[config.mk]
export PLATFORM = sky130hd
export DESIGN_NAME = m68k_effective_address_unit
export DESIGN_NICKNAME = d
export VERILOG_FILES = /design/src/m68kea_pkg.sv /design/src/m68k_effective_address_unit.sv /design/src/m68kea_calc.sv
export SDC_FILE = /design/constraint.sdc
export NUM_CORES = 1
export LEC_CHECK = 0
export BUFFER_PORTS_ARGS = -buffer_cell sky130_fd_sc_hd__clkbuf_2
export CAP_MARGIN = 10
export CELL_PAD_IN_SITES_DETAIL_PLACEMENT = 0
export CELL_PAD_IN_SITES_GLOBAL_PLACEMENT = 1
export CORE_MARGIN = 2
export CORE_UTILIZATION = 51
export CTS_BUF_LIST = sky130_fd_sc_hd__clkbuf_4 sky130_fd_sc_hd__clkbuf_8 sky130_fd_sc_hd__clkbuf_16
export DETAILED_ROUTE_END_ITERATION = 16
export PLACE_DENSITY = 0.9
export SLEW_MARGIN = 5
export SYNTH_ARGS = -nofsm -noshare
export SYNTH_HDL_FRONTEND = slang
export SYNTH_SLANG_ARGS = --single-unit
[constraint.sdc]
create_clock -name clk -period 23.8 [get_ports clk]
set_input_delay 0 -clock clk [delete_from_list [all_inputs] [get_ports clk]]
set_output_delay 0 -clock clk [all_outputs]
set_load 0.02 [all_outputs]
[src/m68kea_pkg.sv]
// ----------------------------------------------------------------------------
// m68kea_pkg
// Shared types and codes for the 68020/030 effective address unit.
// ----------------------------------------------------------------------------
package m68kea_pkg;

  typedef enum logic [1:0] {
    KIND_ADDR = 2'd0,
    KIND_DATA = 2'd1,
    KIND_READ = 2'd2,
    KIND_BAD  = 2'd3
  } kind_t;

  // ea mode field
  localparam logic [2:0] MODE_DREG    = 3'd0;
  localparam logic [2:0] MODE_AREG    = 3'd1;
  localparam logic [2:0] MODE_IND     = 3'd2;
  localparam logic [2:0] MODE_POSTINC = 3'd3;
  localparam logic [2:0] MODE_PREDEC  = 3'd4;
  localparam logic [2:0] MODE_DISP16  = 3'd5;
  localparam logic [2:0] MODE_INDEX   = 3'd6;
  localparam logic [2:0] MODE_EXT     = 3'd7;

  // sub-modes of mode seven
  localparam logic [2:0] SUB_ABS_W    = 3'd0;
  localparam logic [2:0] SUB_ABS_L    = 3'd1;
  localparam logic [2:0] SUB_PC_D16   = 3'd2;
  localparam logic [2:0] SUB_PC_INDEX = 3'd3;
  localparam logic [2:0] SUB_IMM      = 3'd4;

  // operand size
  localparam logic [1:0] SIZE_BYTE = 2'd0;
  localparam logic [1:0] SIZE_WORD = 2'd1;
  localparam logic [1:0] SIZE_LONG = 2'd2;
  localparam logic [1:0] SIZE_BAD  = 2'd3;

  // stack pointer register number
  localparam logic [2:0] REG_SP = 3'd7;

  // full format base displacement size
  localparam logic [1:0] BDSZ_RSVD = 2'd0;
  localparam logic [1:0] BDSZ_NULL = 2'd1;
  localparam logic [1:0] BDSZ_WORD = 2'd2;
  localparam logic [1:0] BDSZ_LONG = 2'd3;

  // full format index/indirect selection
  localparam logic [2:0] IIS_NONE  = 3'd0;
  localparam logic [2:0] IIS_RSVD  = 3'd4;
  localparam logic [1:0] OD_WORD   = 2'd2;
  localparam logic [1:0] OD_LONG   = 2'd3;

  typedef struct packed {
    logic        action;
    logic [2:0]  mode;
    logic [2:0]  reg_req;
    logic [1:0]  size;
    logic [31:0] base_reg_value;
    logic [31:0] pc_value;
    logic [31:0] index_reg_value;
    logic [15:0] ext_word;
    logic [31:0] base_disp;
    logic [31:0] outer_disp;
    logic [31:0] mem_data;
  } ea_req_t;

  typedef struct packed {
    kind_t       kind;
    logic [31:0] value;
    logic        reg_write;
    logic [31:0] new_reg_value;
  } ea_res_t;

  typedef struct packed {
    logic        pending;
    logic [31:0] addend;
  } ea_state_t;

endpackage

[src/m68k_effective_address_unit.sv]
// ----------------------------------------------------------------------------
// m68k_effective_address_unit
// 68020/030 effective address calculation for all addressing modes, with
// two-step memory indirect handling and address register update.
//
//   channel   direction   handshake             payload
//   in_       input       in_valid / in_stall   action, mode, reg, size, values
//   out_      output      out_valid / out_stall kind, value, reg_write, new reg
//
// one request per cycle sustained while out_stall is low
// input register, one calculation stage, result register
// pending indirection state updates as a request moves into the result register
// rst_n synchronously clears valid flags and pending indirection
// out_stall holds the result register and stalls the input register behind it
// ----------------------------------------------------------------------------
module m68k_effective_address_unit (
  input  logic        clk,
  input  logic        rst_n,
  input  logic        in_valid,
  output logic        in_stall,
  input  logic        in_action,
  input  logic [2:0]  in_mode,
  input  logic [2:0]  in_reg_req,
  input  logic [1:0]  in_size,
  input  logic [31:0] in_base_reg_value,
  input  logic [31:0] in_pc_value,
  input  logic [31:0] in_index_reg_value,
  input  logic [15:0] in_ext_word,
  input  logic [31:0] in_base_disp,
  input  logic [31:0] in_outer_disp,
  input  logic [31:0] in_mem_data,
  output logic        out_valid,
  input  logic        out_stall,
  output logic [1:0]  out_kind,
  output logic [31:0] out_value,
  output logic        out_reg_write,
  output logic [31:0] out_new_reg_value
);
  import m68kea_pkg::*;

  logic      s1_valid_r;
  logic      s1_valid_nxt;
  ea_req_t   s1_req_r;
  ea_req_t   in_req;
  logic      out_valid_r;
  logic      out_valid_nxt;
  ea_res_t   out_res_r;
  ea_res_t   calc_res;
  ea_state_t st_r;
  ea_state_t st_nxt;
  logic      s1_adv;
  logic      in_take;

  assign in_req.action          = in_action;
  assign in_req.mode            = in_mode;
  assign in_req.reg_req         = in_reg_req;
  assign in_req.size            = in_size;
  assign in_req.base_reg_value  = in_base_reg_value;
  assign in_req.pc_value        = in_pc_value;
  assign in_req.index_reg_value = in_index_reg_value;
  assign in_req.ext_word        = in_ext_word;
  assign in_req.base_disp       = in_base_disp;
  assign in_req.outer_disp      = in_outer_disp;
  assign in_req.mem_data        = in_mem_data;

  assign s1_adv   = !out_valid_r || !out_stall;
  assign in_stall = s1_valid_r && !s1_adv;
  assign in_take  = in_valid && !in_stall;

  always_comb begin
    s1_valid_nxt = s1_valid_r;
    if (in_take) begin
      s1_valid_nxt = 1'b1;
    end else if (s1_adv) begin
      s1_valid_nxt = 1'b0;
    end
  end

  always_comb begin
    out_valid_nxt = out_valid_r;
    if (s1_adv) begin
      out_valid_nxt = s1_valid_r;
    end
  end

  m68kea_calc u_calc (
    .req    (s1_req_r),
    .st     (st_r),
    .res    (calc_res),
    .st_nxt (st_nxt)
  );

  always_ff @(posedge clk) begin
    if (!rst_n) begin
      s1_valid_r  <= 1'b0;
      out_valid_r <= 1'b0;
      st_r        <= '0;
    end else begin
      s1_valid_r  <= s1_valid_nxt;
      out_valid_r <= out_valid_nxt;
      if (s1_valid_r && s1_adv) begin
        st_r <= st_nxt;
      end
    end
  end

  always_ff @(posedge clk) begin
    if (in_take) begin
      s1_req_r <= in_req;
    end
    if (s1_valid_r && s1_adv) begin
      out_res_r <= calc_res;
    end
  end

  assign out_valid         = out_valid_r;
  assign out_kind          = out_res_r.kind;
  assign out_value         = out_res_r.value;
  assign out_reg_write     = out_res_r.reg_write;
  assign out_new_reg_value = out_res_r.new_reg_value;

`ifndef SYNTHESIS
  a_stall_needs_full: assert property (@(posedge clk) disable iff (!rst_n)
    in_stall |-> s1_valid_r)
    else $error("input stalled with empty input register");

  a_write_only_addr: assert property (@(posedge clk) disable iff (!rst_n)
    (out_valid_r && out_res_r.reg_write) |-> (out_res_r.kind == KIND_ADDR))
    else $error("register update on a non-address result");

  a_bad_is_zero: assert property (@(posedge clk) disable iff (!rst_n)
    (out_valid_r && out_res_r.kind == KIND_BAD) |-> (out_res_r.value == 32'd0))
    else $error("invalid result carries a nonzero value");

  a_pending_from_read: assert property (@(posedge clk) disable iff (!rst_n)
    $rose(st_r.pending) |-> (out_valid_r && out_res_r.kind == KIND_READ))
    else $error("indirection pending without a read request");
`endif

endmodule

[src/m68kea_calc.sv]
// ----------------------------------------------------------------------------
// m68kea_calc
// Combinational effective address calculation for one request, including
// the memory indirect pending state update.
// ----------------------------------------------------------------------------
module m68kea_calc (
  input  m68kea_pkg::ea_req_t   req,
  input  m68kea_pkg::ea_state_t st,
  output m68kea_pkg::ea_res_t   res,
  output m68kea_pkg::ea_state_t st_nxt
);
  import m68kea_pkg::*;

  logic [31:0] sx_bd;
  logic [31:0] sx_od;
  logic [31:0] sx_idx;
  logic [31:0] idx_sel;
  logic [31:0] scaled;
  logic [31:0] idx_base;
  logic [31:0] brief_ea;
  logic [31:0] base_sel;
  logic [31:0] bdv;
  logic [31:0] odv;
  logic [31:0] xf;
  logic [31:0] base_bd;
  logic [31:0] full_pre;
  logic [2:0]  step;
  logic [31:0] step_ext;
  logic [1:0]  bdsz;
  logic [2:0]  iis;
  logic        idx_sup;
  logic        full_bad;
  kind_t       idx_kind;
  logic [31:0] idx_val;
  logic        idx_pend;
  logic [31:0] idx_addend;

  assign sx_bd   = {{16{req.base_disp[15]}}, req.base_disp[15:0]};
  assign sx_od   = {{16{req.outer_disp[15]}}, req.outer_disp[15:0]};
  assign sx_idx  = {{16{req.index_reg_value[15]}}, req.index_reg_value[15:0]};
  assign idx_sel = req.ext_word[11] ? req.index_reg_value : sx_idx;
  assign scaled  = idx_sel << req.ext_word[10:9];
  assign idx_base = (req.mode == MODE_EXT) ? req.pc_value : req.base_reg_value;
  assign brief_ea = idx_base + {{24{req.ext_word[7]}}, req.ext_word[7:0]} + scaled;

  assign bdsz     = req.ext_word[5:4];
  assign iis      = req.ext_word[2:0];
  assign idx_sup  = req.ext_word[6];
  assign full_bad = req.ext_word[3] || (bdsz == BDSZ_RSVD) || (iis == IIS_RSVD) ||
                    (idx_sup && (iis > 3'd3));
  assign base_sel = req.ext_word[7] ? 32'd0 : idx_base;
  assign xf       = idx_sup ? 32'd0 : scaled;
  assign base_bd  = base_sel + bdv;
  assign full_pre = base_bd + xf;

  always_comb begin
    unique case (bdsz)
      BDSZ_WORD: bdv = sx_bd;
      BDSZ_LONG: bdv = req.base_disp;
      default:   bdv = 32'd0;
    endcase
  end

  always_comb begin
    unique case (iis[1:0])
      OD_WORD: odv = sx_od;
      OD_LONG: odv = req.outer_disp;
      default: odv = 32'd0;
    endcase
  end

  // indexed modes, brief and full format
  always_comb begin
    idx_kind   = KIND_BAD;
    idx_val    = 32'd0;
    idx_pend   = 1'b0;
    idx_addend = 32'd0;
    priority if (!req.ext_word[8]) begin
      idx_kind = KIND_ADDR;
      idx_val  = brief_ea;
    end else if (full_bad) begin
      idx_kind = KIND_BAD;
    end else if (iis == IIS_NONE) begin
      idx_kind = KIND_ADDR;
      idx_val  = full_pre;
    end else if (!iis[2]) begin
      // pre-indexed
      idx_kind   = KIND_READ;
      idx_val    = full_pre;
      idx_pend   = 1'b1;
      idx_addend = odv;
    end else begin
      // post-indexed
      idx_kind   = KIND_READ;
      idx_val    = base_bd;
      idx_pend   = 1'b1;
      idx_addend = xf + odv;
    end
  end

  always_comb begin
    unique case (req.size)
      SIZE_BYTE: step = (req.reg_req == REG_SP) ? 3'd2 : 3'd1;
      SIZE_WORD: step = 3'd2;
      default:   step = 3'd4;
    endcase
  end

  assign step_ext = {29'd0, step};

  always_comb begin
    res.kind          = KIND_BAD;
    res.value         = 32'd0;
    res.reg_write     = 1'b0;
    res.new_reg_value = 32'd0;
    st_nxt.pending    = 1'b0;
    st_nxt.addend     = 32'd0;
    if (req.action) begin
      if (st.pending) begin
        res.kind  = KIND_ADDR;
        res.value = req.mem_data + st.addend;
      end
    end else begin
      unique case (req.mode)
        MODE_DREG, MODE_AREG: begin
          res.kind  = KIND_DATA;
          res.value = req.base_reg_value;
        end
        MODE_IND: begin
          res.kind  = KIND_ADDR;
          res.value = req.base_reg_value;
        end
        MODE_POSTINC: begin
          if (req.size != SIZE_BAD) begin
            res.kind          = KIND_ADDR;
            res.value         = req.base_reg_value;
            res.reg_write     = 1'b1;
            res.new_reg_value = req.base_reg_value + step_ext;
          end
        end
        MODE_PREDEC: begin
          if (req.size != SIZE_BAD) begin
            res.kind          = KIND_ADDR;
            res.value         = req.base_reg_value - step_ext;
            res.reg_write     = 1'b1;
            res.new_reg_value = req.base_reg_value - step_ext;
          end
        end
        MODE_DISP16: begin
          res.kind  = KIND_ADDR;
          res.value = req.base_reg_value + sx_bd;
        end
        MODE_INDEX: begin
          res.kind       = idx_kind;
          res.value      = idx_val;
          st_nxt.pending = idx_pend;
          st_nxt.addend  = idx_addend;
        end
        default: begin
          unique case (req.reg_req)
            SUB_ABS_W: begin
              res.kind  = KIND_ADDR;
              res.value = sx_bd;
            end
            SUB_ABS_L: begin
              res.kind  = KIND_ADDR;
              res.value = req.base_disp;
            end
            SUB_PC_D16: begin
              res.kind  = KIND_ADDR;
              res.value = req.pc_value + sx_bd;
            end
            SUB_PC_INDEX: begin
              res.kind       = idx_kind;
              res.value      = idx_val;
              st_nxt.pending = idx_pend;
              st_nxt.addend  = idx_addend;
            end
            SUB_IMM: begin
              unique case (req.size)
                SIZE_BYTE: begin
                  res.kind  = KIND_DATA;
                  res.value = {24'd0, req.base_disp[7:0]};
                end
                SIZE_WORD: begin
                  res.kind  = KIND_DATA;
                  res.value = {16'd0, req.base_disp[15:0]};
                end
                SIZE_LONG: begin
                  res.kind  = KIND_DATA;
                  res.value = req.base_disp;
                end
                default: begin
                  res.kind = KIND_BAD;
                end
              endcase
            end
            default: begin
              res.kind = KIND_BAD;
            end
          endcase
        end
      endcase
    end
  end

endmodule
=== Word level (Yosys, flattened, before mapping) ===
Cells that the tools add are included.

* Magnitude comparators: 1
* Reduce and logical (&&, ||, !) cells: 22
* Add/subtract/negate cells: 10
* Muxes and demuxes: 37
* Shifts and indexed selects: 1
* Equal/unequal tests: 20

{| class="wikitable"
|+ Operators by type and width
! cell !! count
|-
| 32-bit two-way mux || 12
|-
| 32-bit adder || 8
|-
| 34-bit case mux with 6 select lines || 1
|-
| 32-bit case mux with 5 select lines || 1
|-
| 67-bit two-way mux || 2
|-
| 33-bit case mux with 2 select lines || 2
|-
| 32-bit case mux with 2 select lines || 2
|-
| 32-bit case mux with 3 select lines || 1
|-
| 34-bit two-way mux || 2
|-
| 33-bit two-way mux || 2
|-
| 32-bit by 3-bit adder with 32-bit output || 1
|-
| 32-bit by 2-bit left shift with 32-bit output || 1
|-
| 32-bit by 3-bit subtractor with 32-bit output || 1
|-
| 3-bit == test, second input constant || 7
|-
| 3-bit by 2-bit == test with 1-bit output, second input constant || 4
|-
| 2-bit == test, second input constant || 5
|-
| 2-bit two-way mux || 5
|-
| 3-bit zero test || 3
|-
| 3-bit by 1-bit == test with 1-bit output, second input constant || 2
|-
| 2-bit case mux with 3 select lines || 1
|-
| 3-bit case mux with 2 select lines || 1
|-
| 3-bit OR reduction || 2
|-
| 6-bit OR reduction || 1
|-
| 1-bit two-way mux || 5
|-
| 9 further kinds || 19
|}

* Register bits: 315
* Word-level logic and storage cells: 110
* Input port bits: 221
* Output and inout bits: 69

=== Longest topological paths before layout ===
Gate-level depths: netlist (run 1).

* Word-level depth: 12
* Gate-level depth with buffers: 27
* Depth with buffers taken out: 25

=== By module ===
Synthesis (run 1) repeated with hierarchy kept, for this count alone.

* Cells, all modules: 3135
* Area, all modules: 28143.2 um^2

{| class="wikitable"
|+ Modules (own cells, without submodules)
! module !! area each (um^2) !! cells each !! sequential area each (um^2) !! times used
|-
| m68kea_calc || 18177.4 || 2699 || 0.0 || 1
|-
| m68k_effective_address_unit || 9965.8 || 436 || 9228.9 || 1
|}

=== Least setup slack after synthesis (run 1) ===
Ideal clock, no wire load.

* Path kind: register to register
* From: register out_valid_r, in the netlist out_valid
* To: register s1_req_r[0] in the netlist's numbering (enable)
* Path slack: 13.006 ns
* Cell stages (with the launch flop): 3
* Data required time: 22.990 ns
* Data arrival time: 9.984 ns
* Buffers on the path: 0
* Cells stage by stage: dfxtp_1 and3_1 nor2b_1

* Cells in the longest elaborated chain, start to end: 6

{| class="wikitable"
|+ Ends and longest elaborated chain
! element !! RTL line !! RTL
|-
| start, declared || m68k_effective_address_unit.sv:45 || <nowiki>logic out_valid_r;</nowiki>
|-
| start signal, assigned || m68k_effective_address_unit.sv:100 || <nowiki>out_valid_r <= out_valid_nxt;</nowiki>
|-
| 1-bit zero test || m68k_effective_address_unit.sv:66 || <nowiki>assign s1_adv = !out_valid_r || !out_stall;</nowiki>
|-
| 1-bit logical OR || m68k_effective_address_unit.sv:66 ||
|-
| 1-bit zero test || m68k_effective_address_unit.sv:67 || <nowiki>assign in_stall = s1_valid_r && !s1_adv;</nowiki>
|-
| 1-bit logical AND || m68k_effective_address_unit.sv:67 ||
|-
| via in_stall || m68k_effective_address_unit.sv:20 || <nowiki>output logic in_stall,</nowiki>
|-
| 1-bit zero test || m68k_effective_address_unit.sv:68 || <nowiki>assign in_take = in_valid && !in_stall;</nowiki>
|-
| 1-bit logical AND || m68k_effective_address_unit.sv:68 ||
|-
| via in_take || m68k_effective_address_unit.sv:52 || <nowiki>logic in_take;</nowiki>
|-
| end signal, assigned || m68k_effective_address_unit.sv:109 || <nowiki>s1_req_r <= in_req;</nowiki>
|-
| end, declared || m68k_effective_address_unit.sv:43 || <nowiki>ea_req_t s1_req_r;</nowiki>
|}

The timed path passes the listed nets, and every way through them passes these cells.
A chain may end at the register's enable or synchronous reset.

==> results.tsv, run 1 <==
stage	metric	value	unit
run_status	run status	completed	
cells_and_area	area added between synthesis and finish	20.0	%
run	number of maximum-capacitance constraint violations	0	
worst_setup_path	buffers plus inverters on the worst setup path	1	
route	ratio of routed vias to standard cells	6.11	
clock_network	root buffer cell	sky130_fd_sc_hd__clkbuf_16	
clock_network	Clock Sinks	315	
route	aggregate routed wire length	93.6	mm
sta	final hold viol count	0	
route	vias	25500	
worst_setup_path	category of the worst setup path launch point	flop	
power	cell area power density	57.2	nW/µm²
sta	PnR worst setup slack	16530	ps
clock_network	Skew-Pair Late Insertion Delay	570	ps
global_route	vias in the first global route	25000	
die	die area	55800	µm²
sta	period utilisation layout	30.6	%
route	number of search-and-repair iterations in the first detailed-routing pass	7	
worst_setup_path	cell chain of the critical path	nand3_2 > buf_4 > mux2i_1 > nor2_1 > ha_1 > a211oi_1 > o211ai_1 > and2_1 > a31o_2 > a21o_1 > a21oi_1 > xnor2_1 > ha_1 > nand4_1 > a2111oi_2 > a21oi_1 > a21oi_2 > a211oi_1 > o21ai_1 > a41oi_1 > mux2i_1 > xnor3_1 > nor3_2 > a2bb2oi_2	
worst_setup_path	arrival time at the worst endpoint	7700	ps
worst_setup_path	largest stage delay on the critical path	620	ps
clock_network	clock transition time at the flip-flop clock pins of the worst setup and hold paths	60	ps
global_route	antenna violations before repair	1	
synth	Async S/R FF share, synth	0	%
placed_design	placed wire-length estimate after detailed placement	69.7	mm
worst_setup_path	category of the most critical setup path	reg -> reg	
power	static leakage power	14.2	nW
placed_design	routability congestion estimate	0.961	
worst_setup_path	critical path's top delay family	compound AO/OA/AOI/OAI gates	
cells_and_area	proportion of layout cells with a drive suffix above 1	13.9	%
sta	worst setup skew after layout	29.6	ps
placed_design	worst setup slack before clock tree synthesis	16670	ps
global_route	maximum number of pins on one net before global-route repair	76	
worst_setup_path	Req. time, crit path	24230	ps
sta	final total negative setup slack	0	ps
synth	synthesized area per cell	9.18	µm²
clock_network	clk buf depth	3	
placed_design	Port Buf Inserts	285	
synth	number of synthesis warnings	0	
route	# DRC	0	
synth	cell area after synthesis	27500	µm²
cells_and_area	summed area of non-filler cells in the final layout	33000	µm²
clock_network	CTS H-tree depth	2	
synth	dominant cell type by area after synthesis	sky130_fd_sc_hd__edfxtp_1	
power	IR Drop Worst-Case VDD	0.0645	mV
sta	transition time of the tightest slew-check pin	1210	ps
global_route	total gr overflow	0	
worst_setup_path	biggest fanout along the worst timing path	35	
synth	Syn Inst Count	2993	
worst_setup_path	kind of capture point of the worst setup path	flop	
cells_and_area	net total in the final layout	3953	
sta	setup violators final	0	
synth	ys flop type	sky130_fd_sc_hd__edfxtp_1	
sta	maximum frequency from static timing analysis	138	MHz
min_path	min-delay worst type	in -> reg	
sta	fin. max-slew vios	0	
die	IO Pins	290	
synth	number of unique standard cell types used by synthesis	88	
synth	number of enable flip-flop cells after synthesis	280	
sta	post-route minimum period	7270	ps
synth	Post-Syn Nets	3505	
die	chip width	236	µm
synth	proportion of synthesized chip area in sequential cells	33.1	%
die	effective utilization at floorplan	51.4	%
global_route	gr usage total	32.9	%
die	number of core rows	85	
route	Antenna Violating Nets Remaining	0	
route	violation count after the first detailed-routing iteration	2254	
clock_network	post-CTS setup buffers	0	
die	total core area	53500	µm²
global_route	wire length of the first global-routing pass	142	mm
synth	area share of the largest cell type after synthesis	30.6	%
synth	post-synthesis sequential element count	315	
sta	RSZ-0062 raised after global routing	no	
worst_setup_path	slowest library cell on the worst path	sky130_fd_sc_hd__mux2i_1	
synth	most area-consuming cells after synthesis	sky130_fd_sc_hd__edfxtp_1 31%, sky130_fd_sc_hd__ha_1 11%, sky130_fd_sc_hd__a21oi_1 5.4%	
route	Avg WL per Cell	22.5	µm
clock_network	TritonCTS clock tree	built	
clock_network	clock buffers created by TritonCTS	37	
placed_design	Cell Area, Placed	29600	µm²
die	Chip Height	236	µm
sta	max_slew headroom	17.5	%
## worst reg2reg max path: stages, from the launching register on
cell and delay [ps]:
sky130_fd_sc_hd__edfxtp_1 550, sky130_fd_sc_hd__nand3_2 110, sky130_fd_sc_hd__buf_4 440, sky130_fd_sc_hd__mux2i_1 640, sky130_fd_sc_hd__nor2_1 180, sky130_fd_sc_hd__ha_1 350
sky130_fd_sc_hd__a211oi_1 360, sky130_fd_sc_hd__o211ai_1 210, sky130_fd_sc_hd__and2_1 240, sky130_fd_sc_hd__a31o_2 300, sky130_fd_sc_hd__a21o_1 190, sky130_fd_sc_hd__a21oi_1 170
sky130_fd_sc_hd__xnor2_1 140, sky130_fd_sc_hd__ha_1 390, sky130_fd_sc_hd__nand4_1 170, sky130_fd_sc_hd__a2111oi_2 510, sky130_fd_sc_hd__a21oi_1 160, sky130_fd_sc_hd__a21oi_2 300
sky130_fd_sc_hd__a211oi_1 170, sky130_fd_sc_hd__o21ai_1 270, sky130_fd_sc_hd__a41oi_1 190, sky130_fd_sc_hd__mux2i_1 320, sky130_fd_sc_hd__xnor3_1 420, sky130_fd_sc_hd__nor3_2 200
sky130_fd_sc_hd__a2bb2oi_2 160
## kinds of logic after synthesis
| group | Yosys count | share of synthesized area (%) |
|---|---|---|
| compound gates | 995 | 23.7 |
| simple gates | 798 | 14.2 |
| flops | 315 | 33.1 |
| fa+ha+maj | 291 | 14.3 |
| buf+inv | 281 | 3.86 |
| xor+xnor | 200 | 6.42 |
| mux | 113 | 4.36 |
## cells in the final DEF (no fill, tap or decap), types with 60 or more instances in the layout
cell type	instances
sky130_fd_sc_hd__a21oi_1	298
sky130_fd_sc_hd__o21ai_0	168
sky130_fd_sc_hd__ha_1	251
sky130_fd_sc_hd__clkbuf_2	285
sky130_fd_sc_hd__dlygate4sd3_1	217
sky130_fd_sc_hd__inv_1	147
sky130_fd_sc_hd__nand2_1	193
sky130_fd_sc_hd__xor2_1	85
sky130_fd_sc_hd__mux2i_1	60
sky130_fd_sc_hd__a21o_1	130
sky130_fd_sc_hd__xnor2_1	114
sky130_fd_sc_hd__edfxtp_1	280
sky130_fd_sc_hd__nor2_1	240
## worst paths after layout
check | from | end | depth (start not counted) | slack [ps]
max | s1_req_r[215] | out_value[31] | 24 | 16530
min | in_outer_disp[20] | s1_req_r[52] | 2 | 150
max reg2reg | s1_req_r[215] | out_value[31] | 24 | 16530
min reg2reg | st_r[19] | st_r[19] | 2 | 460
## registers in the layout (all words and copies together) (netlist names)
name,cells
s1_req_r,213
st_r,33
out_new_reg_value,32
out_value,32
out_kind,2
out_reg_write,1
out_valid,1
s1_valid_r,1
## report_power, final
group	total, mW	leakage (nW)	internal [mW]	switching [mW]
Clock	0.572	0.591	0.333	0.239
Sequential	0.666	2.98	0.636	0.0297
Combinational	0.649	10.6	0.268	0.380
## through the flow
step,util (%),hold slack [ps],power (mW),instances
floorplan,-,98.9,1.11,2993
global placement,55.3,177,1.27,3880
detailed placement,55.3,179,1.28,3880
CTS,61.6,125,1.87,4163
global route,61.7,142,1.98,4165
finish,61.7,146,1.89,4165
## cell usage after synthesis (11+ instances only)
cell type                   count
sky130_fd_sc_hd__a21oi_1      298
sky130_fd_sc_hd__edfxtp_1     280
sky130_fd_sc_hd__ha_1         251
sky130_fd_sc_hd__nor2_1       241
sky130_fd_sc_hd__nand2_1      193
sky130_fd_sc_hd__o21ai_0      168
sky130_fd_sc_hd__inv_1        149
sky130_fd_sc_hd__a21o_1       130
sky130_fd_sc_hd__clkbuf_1     119
sky130_fd_sc_hd__xnor2_1      114
sky130_fd_sc_hd__xor2_1        85
sky130_fd_sc_hd__mux2i_1       60
sky130_fd_sc_hd__a211oi_1      53
sky130_fd_sc_hd__mux2_2        53
sky130_fd_sc_hd__and2_1        52
sky130_fd_sc_hd__nor2b_1       48
sky130_fd_sc_hd__nand3_1       45
sky130_fd_sc_hd__a22oi_1       42
sky130_fd_sc_hd__fa_1          40
sky130_fd_sc_hd__nor3_1        40
sky130_fd_sc_hd__dfxtp_1       35
sky130_fd_sc_hd__o21a_1        32
sky130_fd_sc_hd__o22ai_1       30
sky130_fd_sc_hd__o211ai_1      28
sky130_fd_sc_hd__and3_1        27
sky130_fd_sc_hd__nand2b_1      27
sky130_fd_sc_hd__nand4_1       25
sky130_fd_sc_hd__o21bai_1      24
sky130_fd_sc_hd__or3_1         23
sky130_fd_sc_hd__a31oi_1       21
sky130_fd_sc_hd__a221oi_1      20
sky130_fd_sc_hd__a2111oi_0     14
sky130_fd_sc_hd__nor4_1        14
sky130_fd_sc_hd__a211o_1       13
sky130_fd_sc_hd__a21boi_0      13
sky130_fd_sc_hd__or2_2         13
sky130_fd_sc_hd__a32oi_1       12
sky130_fd_sc_hd__nor3b_1       12
sky130_fd_sc_hd__o31ai_1       11
## final cells by class
| type | count | area, µm² |
|---|---|---|
| Inverter | 150 | 563 |
| Timing Repair Buffer | 540 | 3880 |
| Clock inverter | 19 | 156 |
| Antenna cell | 1 | 2.50 |
| Multi-Input combinational cell | 2397 | 17400 |
| Clock buffer | 47 | 1040 |
| Fill cell | 4473 | 20500 |
| Tap cell | 696 | 871 |
| Sequential cell | 315 | 9110 |
## what timing repair did
item / 4_1_cts / 5_1_grt
hold buffers: 217 / 0
hold endpoints to repair: 220 / 0
resized for setup: 0 / 0
## per-layer routing
metal / wire length, µm / global-route usage, % / part of all wire, %
met1: 40900 / 45.4 / 44
met2: 42800 / 54.0 / 46
met3: 7060 / 3.92 / 7.5
met4: 2800 / 10.6 / 3.0
met5: 0 / 0 / 0
Power figures use the tool's default switching activity.
==> run 2, diff against run 1 <==
- CORE_UTILIZATION: 51 -> 42
- PLACE_DENSITY: 0.9 -> 0.8
- clock period: 23.8 -> 6.05 ns (I/O delays scaled with it)
==> results.tsv, run 2 (same netlist as run 1, synthesis figures left out) <==
stage	metric	value	unit	change
die	die area	67500	µm²	was 55,800 µm²
clock_network	Clock Sinks	315		unchanged
sta	post-route minimum period	5970	ps	was 7270 ps
route	Avg WL per Cell	22.3	µm	was 22.5 µm
power	share of total power in combinational logic	34.5	%	was 34.4%
route	aggregate routed wire length	97.8	mm	was 93.6 mm
sta	final hold viol count	0		unchanged
global_route	total gr overflow	0		unchanged
global_route	gr usage total	28.3	%	was 32.9%
power	cell area power density	228	nW/µm²	was 57.2 nW/µm²
power	IR Drop Worst-Case VDD	0.237	mV	was 0.0645 mV
min_path	min-delay worst type	in -> reg		unchanged
cells_and_area	sequential cell area	9110	µm²	unchanged
placed_design	post-placement cell count	4095		was 3,880
route	vias	25500		about the same
cells_and_area	top library cells by usage in the layout, fill and taps aside	293 x sky130_fd_sc_hd__a21oi_1, 285 x sky130_fd_sc_hd__clkbuf_2, 280 x sky130_fd_sc_hd__edfxtp_1, 240 x sky130_fd_sc_hd__nor2_1, 239 x sky130_fd_sc_hd__ha_1		was 298 x sky130_fd_sc_hd__a21oi_1, 285 x sky130_fd_sc_hd__clkbuf_2, 280 x sky130_fd_sc_hd__edfxtp_1, 251 x sky130_fd_sc_hd__ha_1, 240 x sky130_fd_sc_hd__nor2_1
sta	transition time of the tightest slew-check pin	1120	ps	was 1210 ps
cells_and_area	total of fill cells in the finished design	5876		was 4,473
cells_and_area	area of the multi-input gates	17700	µm²	was 17,400 µm²
global_route	vias in the first global route	25100		was 25,000
die	Chip Height	260	µm	was 236 µm
die	number of core rows	93		was 85
placed_design	routability congestion estimate	0.939		was 0.961
sta	max_slew headroom	23.6	%	was 17.5%
run_status	run status	completed		unchanged
cells_and_area	area added between synthesis and finish	24.1	%	was 20.0%
sta	maximum frequency from static timing analysis	168	MHz	was 138 MHz
power	Clock Power Share	31.9	%	was 30.3%
die	effective utilization at floorplan	42.6	%	was 51.4%
route	# DRC	0		unchanged
route	Antenna Violating Nets Remaining	0		unchanged
cells_and_area	Finished Layout Cells	4383		was 4,165
route	number of search-and-repair iterations in the first detailed-routing pass	8		was 7
global_route	antenna violations before repair	0		was 1
run	number of maximum-capacitance constraint violations	0		unchanged
power	static leakage power	14.5	nW	was 14.2 nW
die	total core area	64600	µm²	was 53,500 µm²
clock_network	TritonCTS clock tree	built		unchanged
global_route	wire length of the first global-routing pass	146	mm	was 142 mm
power	net load switching power	2.67	mW	was 649 µW
sta	PnR worst setup slack	80.1	ps	was 16,530 ps
route	ratio of routed vias to standard cells	5.82		was 6.11
cells_and_area	register name with the most flops	s1_req_r		unchanged
worst_setup_path	Req. time, crit path	6470	ps	was 24,230 ps
clock_network	clock buffers created by TritonCTS	38		was 37
clock_network	CTS H-tree depth	2		unchanged
cells_and_area	proportion of layout cells with a drive suffix above 1	16.7	%	was 13.9%
die	chip width	260	µm	was 236 µm
worst_setup_path	category of the worst setup path launch point	flop		unchanged
worst_setup_path	kind of capture point of the worst setup path	flop		unchanged
worst_setup_path	arrival time at the worst endpoint	6390	ps	was 7700 ps
placed_design	placed wire-length estimate after detailed placement	75.2	mm	was 69.7 mm
worst_setup_path	biggest fanout along the worst timing path	6		was 35
sta	final total negative setup slack	0	ps	unchanged
worst_setup_path	category of the most critical setup path	reg -> reg		unchanged
clock_network	clock transition time at the flip-flop clock pins of the worst setup and hold paths	70	ps	was 60 ps
clock_network	clk buf depth	3		unchanged
cells_and_area	largest registers	s1_req_r (213), st_r (33)		unchanged
sta	fin. max-slew vios	0		unchanged
sta	worst setup skew after layout	18.3	ps	was 29.6 ps
cells_and_area	most common library cell in the layout ignoring fill and taps	sky130_fd_sc_hd__a21oi_1		unchanged
cells_and_area	flip-flop count of the largest register, all copies and words added	213		unchanged
cells_and_area	net total in the final layout	4013		was 3,953
power	switching share of power	34.2	%	was 34.4%
clock_network	root buffer cell	sky130_fd_sc_hd__clkbuf_16		unchanged
sta	period utilisation layout	98.7	%	was 30.6%
placed_design	Port Buf Inserts	285		unchanged
power	part of the power in registers	33.5	%	was 35.3%
route	violation count after the first detailed-routing iteration	2024		was 2,254
global_route	maximum number of pins on one net before global-route repair	122		was 76
cells_and_area	n_diodes	0		was 1
die	IO Pins	290		unchanged
power	internal cell power	5.13	mW	was 1.24 mW
clock_network	Skew-Pair Late Insertion Delay	570	ps	about the same
placed_design	worst setup slack before clock tree synthesis	27.0	ps	was 16,670 ps
sta	setup violators final	0		unchanged
run 2: changes by cell type in the layout (fill, tap and decap cells not counted), moves of 6 or more:
cell / delta
sky130_fd_sc_hd__ha_1: -12
sky130_fd_sc_hd__mux2i_1: -6
sky130_fd_sc_hd__ha_4: +9
sky130_fd_sc_hd__buf_4: +57
run 2: stage by stage:
stage                     power (mW)  instance area, µm²  util [%]  hold slack (ps)
after CTS                       7.75               33900      52.4              110
final                           7.79               34100      52.8              139
after detailed placement        5.13               30400      47.0              179
after global placement          5.11               30400      47.0              178
after global routing            8.18               34100      52.8              131
after floorplan                 4.38               27600         -             98.9
run 2: final timing paths:
check,from,end,slack (ps),cells past startpoint
worst max-delay path,s1_req_r[215],out_value[31],80,25
worst min-delay path,in_ext_word[2],s1_req_r[98],140,2
worst max register to register,s1_req_r[215],out_value[31],80,25
worst min register to register,st_r[19],st_r[19],460,2
run 2: what timing repair did:
action | CTS | global route
pin swaps | 1 | 10
setup endpoints to repair | 2 | 10
hold buffers | 216 | 0
gates cloned | 0 | 0
resized for setup | 1 | 43
buffers inserted | 1 | 3
endpoints found under the hold margin | 226 | 0
run 2: power by group through the flow:
stage	logic (mW)	clock network [mW]	registers, mW
after floorplan	1.75	0	2.63
after global placement	2.45	0	2.65
after detailed placement	2.48	0	2.65
after CTS	2.61	2.53	2.61
after global routing	2.95	2.61	2.62
final	2.69	2.49	2.61
run 2: worst max-delay path: stages, from the launching register on:
cell                        delay, ps
sky130_fd_sc_hd__edfxtp_1         450
sky130_fd_sc_hd__nand3_4          200
sky130_fd_sc_hd__buf_4            140
sky130_fd_sc_hd__mux2_2           370
sky130_fd_sc_hd__ha_4             180
sky130_fd_sc_hd__ha_4             230
sky130_fd_sc_hd__and3_4           190
sky130_fd_sc_hd__a221oi_1         380
sky130_fd_sc_hd__o21ai_0          160
sky130_fd_sc_hd__nor2_1           100
sky130_fd_sc_hd__buf_4            140
sky130_fd_sc_hd__a31oi_2          100
sky130_fd_sc_hd__o22a_1           250
sky130_fd_sc_hd__and3_1           220
sky130_fd_sc_hd__a311oi_2         360
sky130_fd_sc_hd__xnor2_2          160
sky130_fd_sc_hd__ha_1             340
sky130_fd_sc_hd__o21a_1           200
sky130_fd_sc_hd__o21a_1           180
sky130_fd_sc_hd__a21oi_1          170
sky130_fd_sc_hd__o21ai_2          110
sky130_fd_sc_hd__a41oi_2          230
sky130_fd_sc_hd__mux2i_1          270
sky130_fd_sc_hd__xnor3_1          360
sky130_fd_sc_hd__nor3_2           180
sky130_fd_sc_hd__a2bb2oi_2        150
run 2: layout make-up:
cell class / count / area share [%]
Multi-Input combinational cell: 2397 / 51.9
Sequential cell: 315 / 26.7
Timing Repair Buffer: 599 / 12.7
Tap cell: 855 / 3.14
Clock buffer: 43 / 2.95
Inverter: 150 / 1.66
Clock inverter: 24 / 0.946
run 2: metal layers:
metal | global-route usage [%] | routed length, µm | share of wire, % | up-vias
met3 | 4.35 | 6920 | 7.1 | 113
met4 | 6.67 | 2210 | 2.3 | 0
li1 | - | - | - | 12200
met2 | 46.3 | 44800 | 46 | 956
met5 | 0 | 0 | 0 | -
met1 | 39.2 | 43800 | 45 | 12200
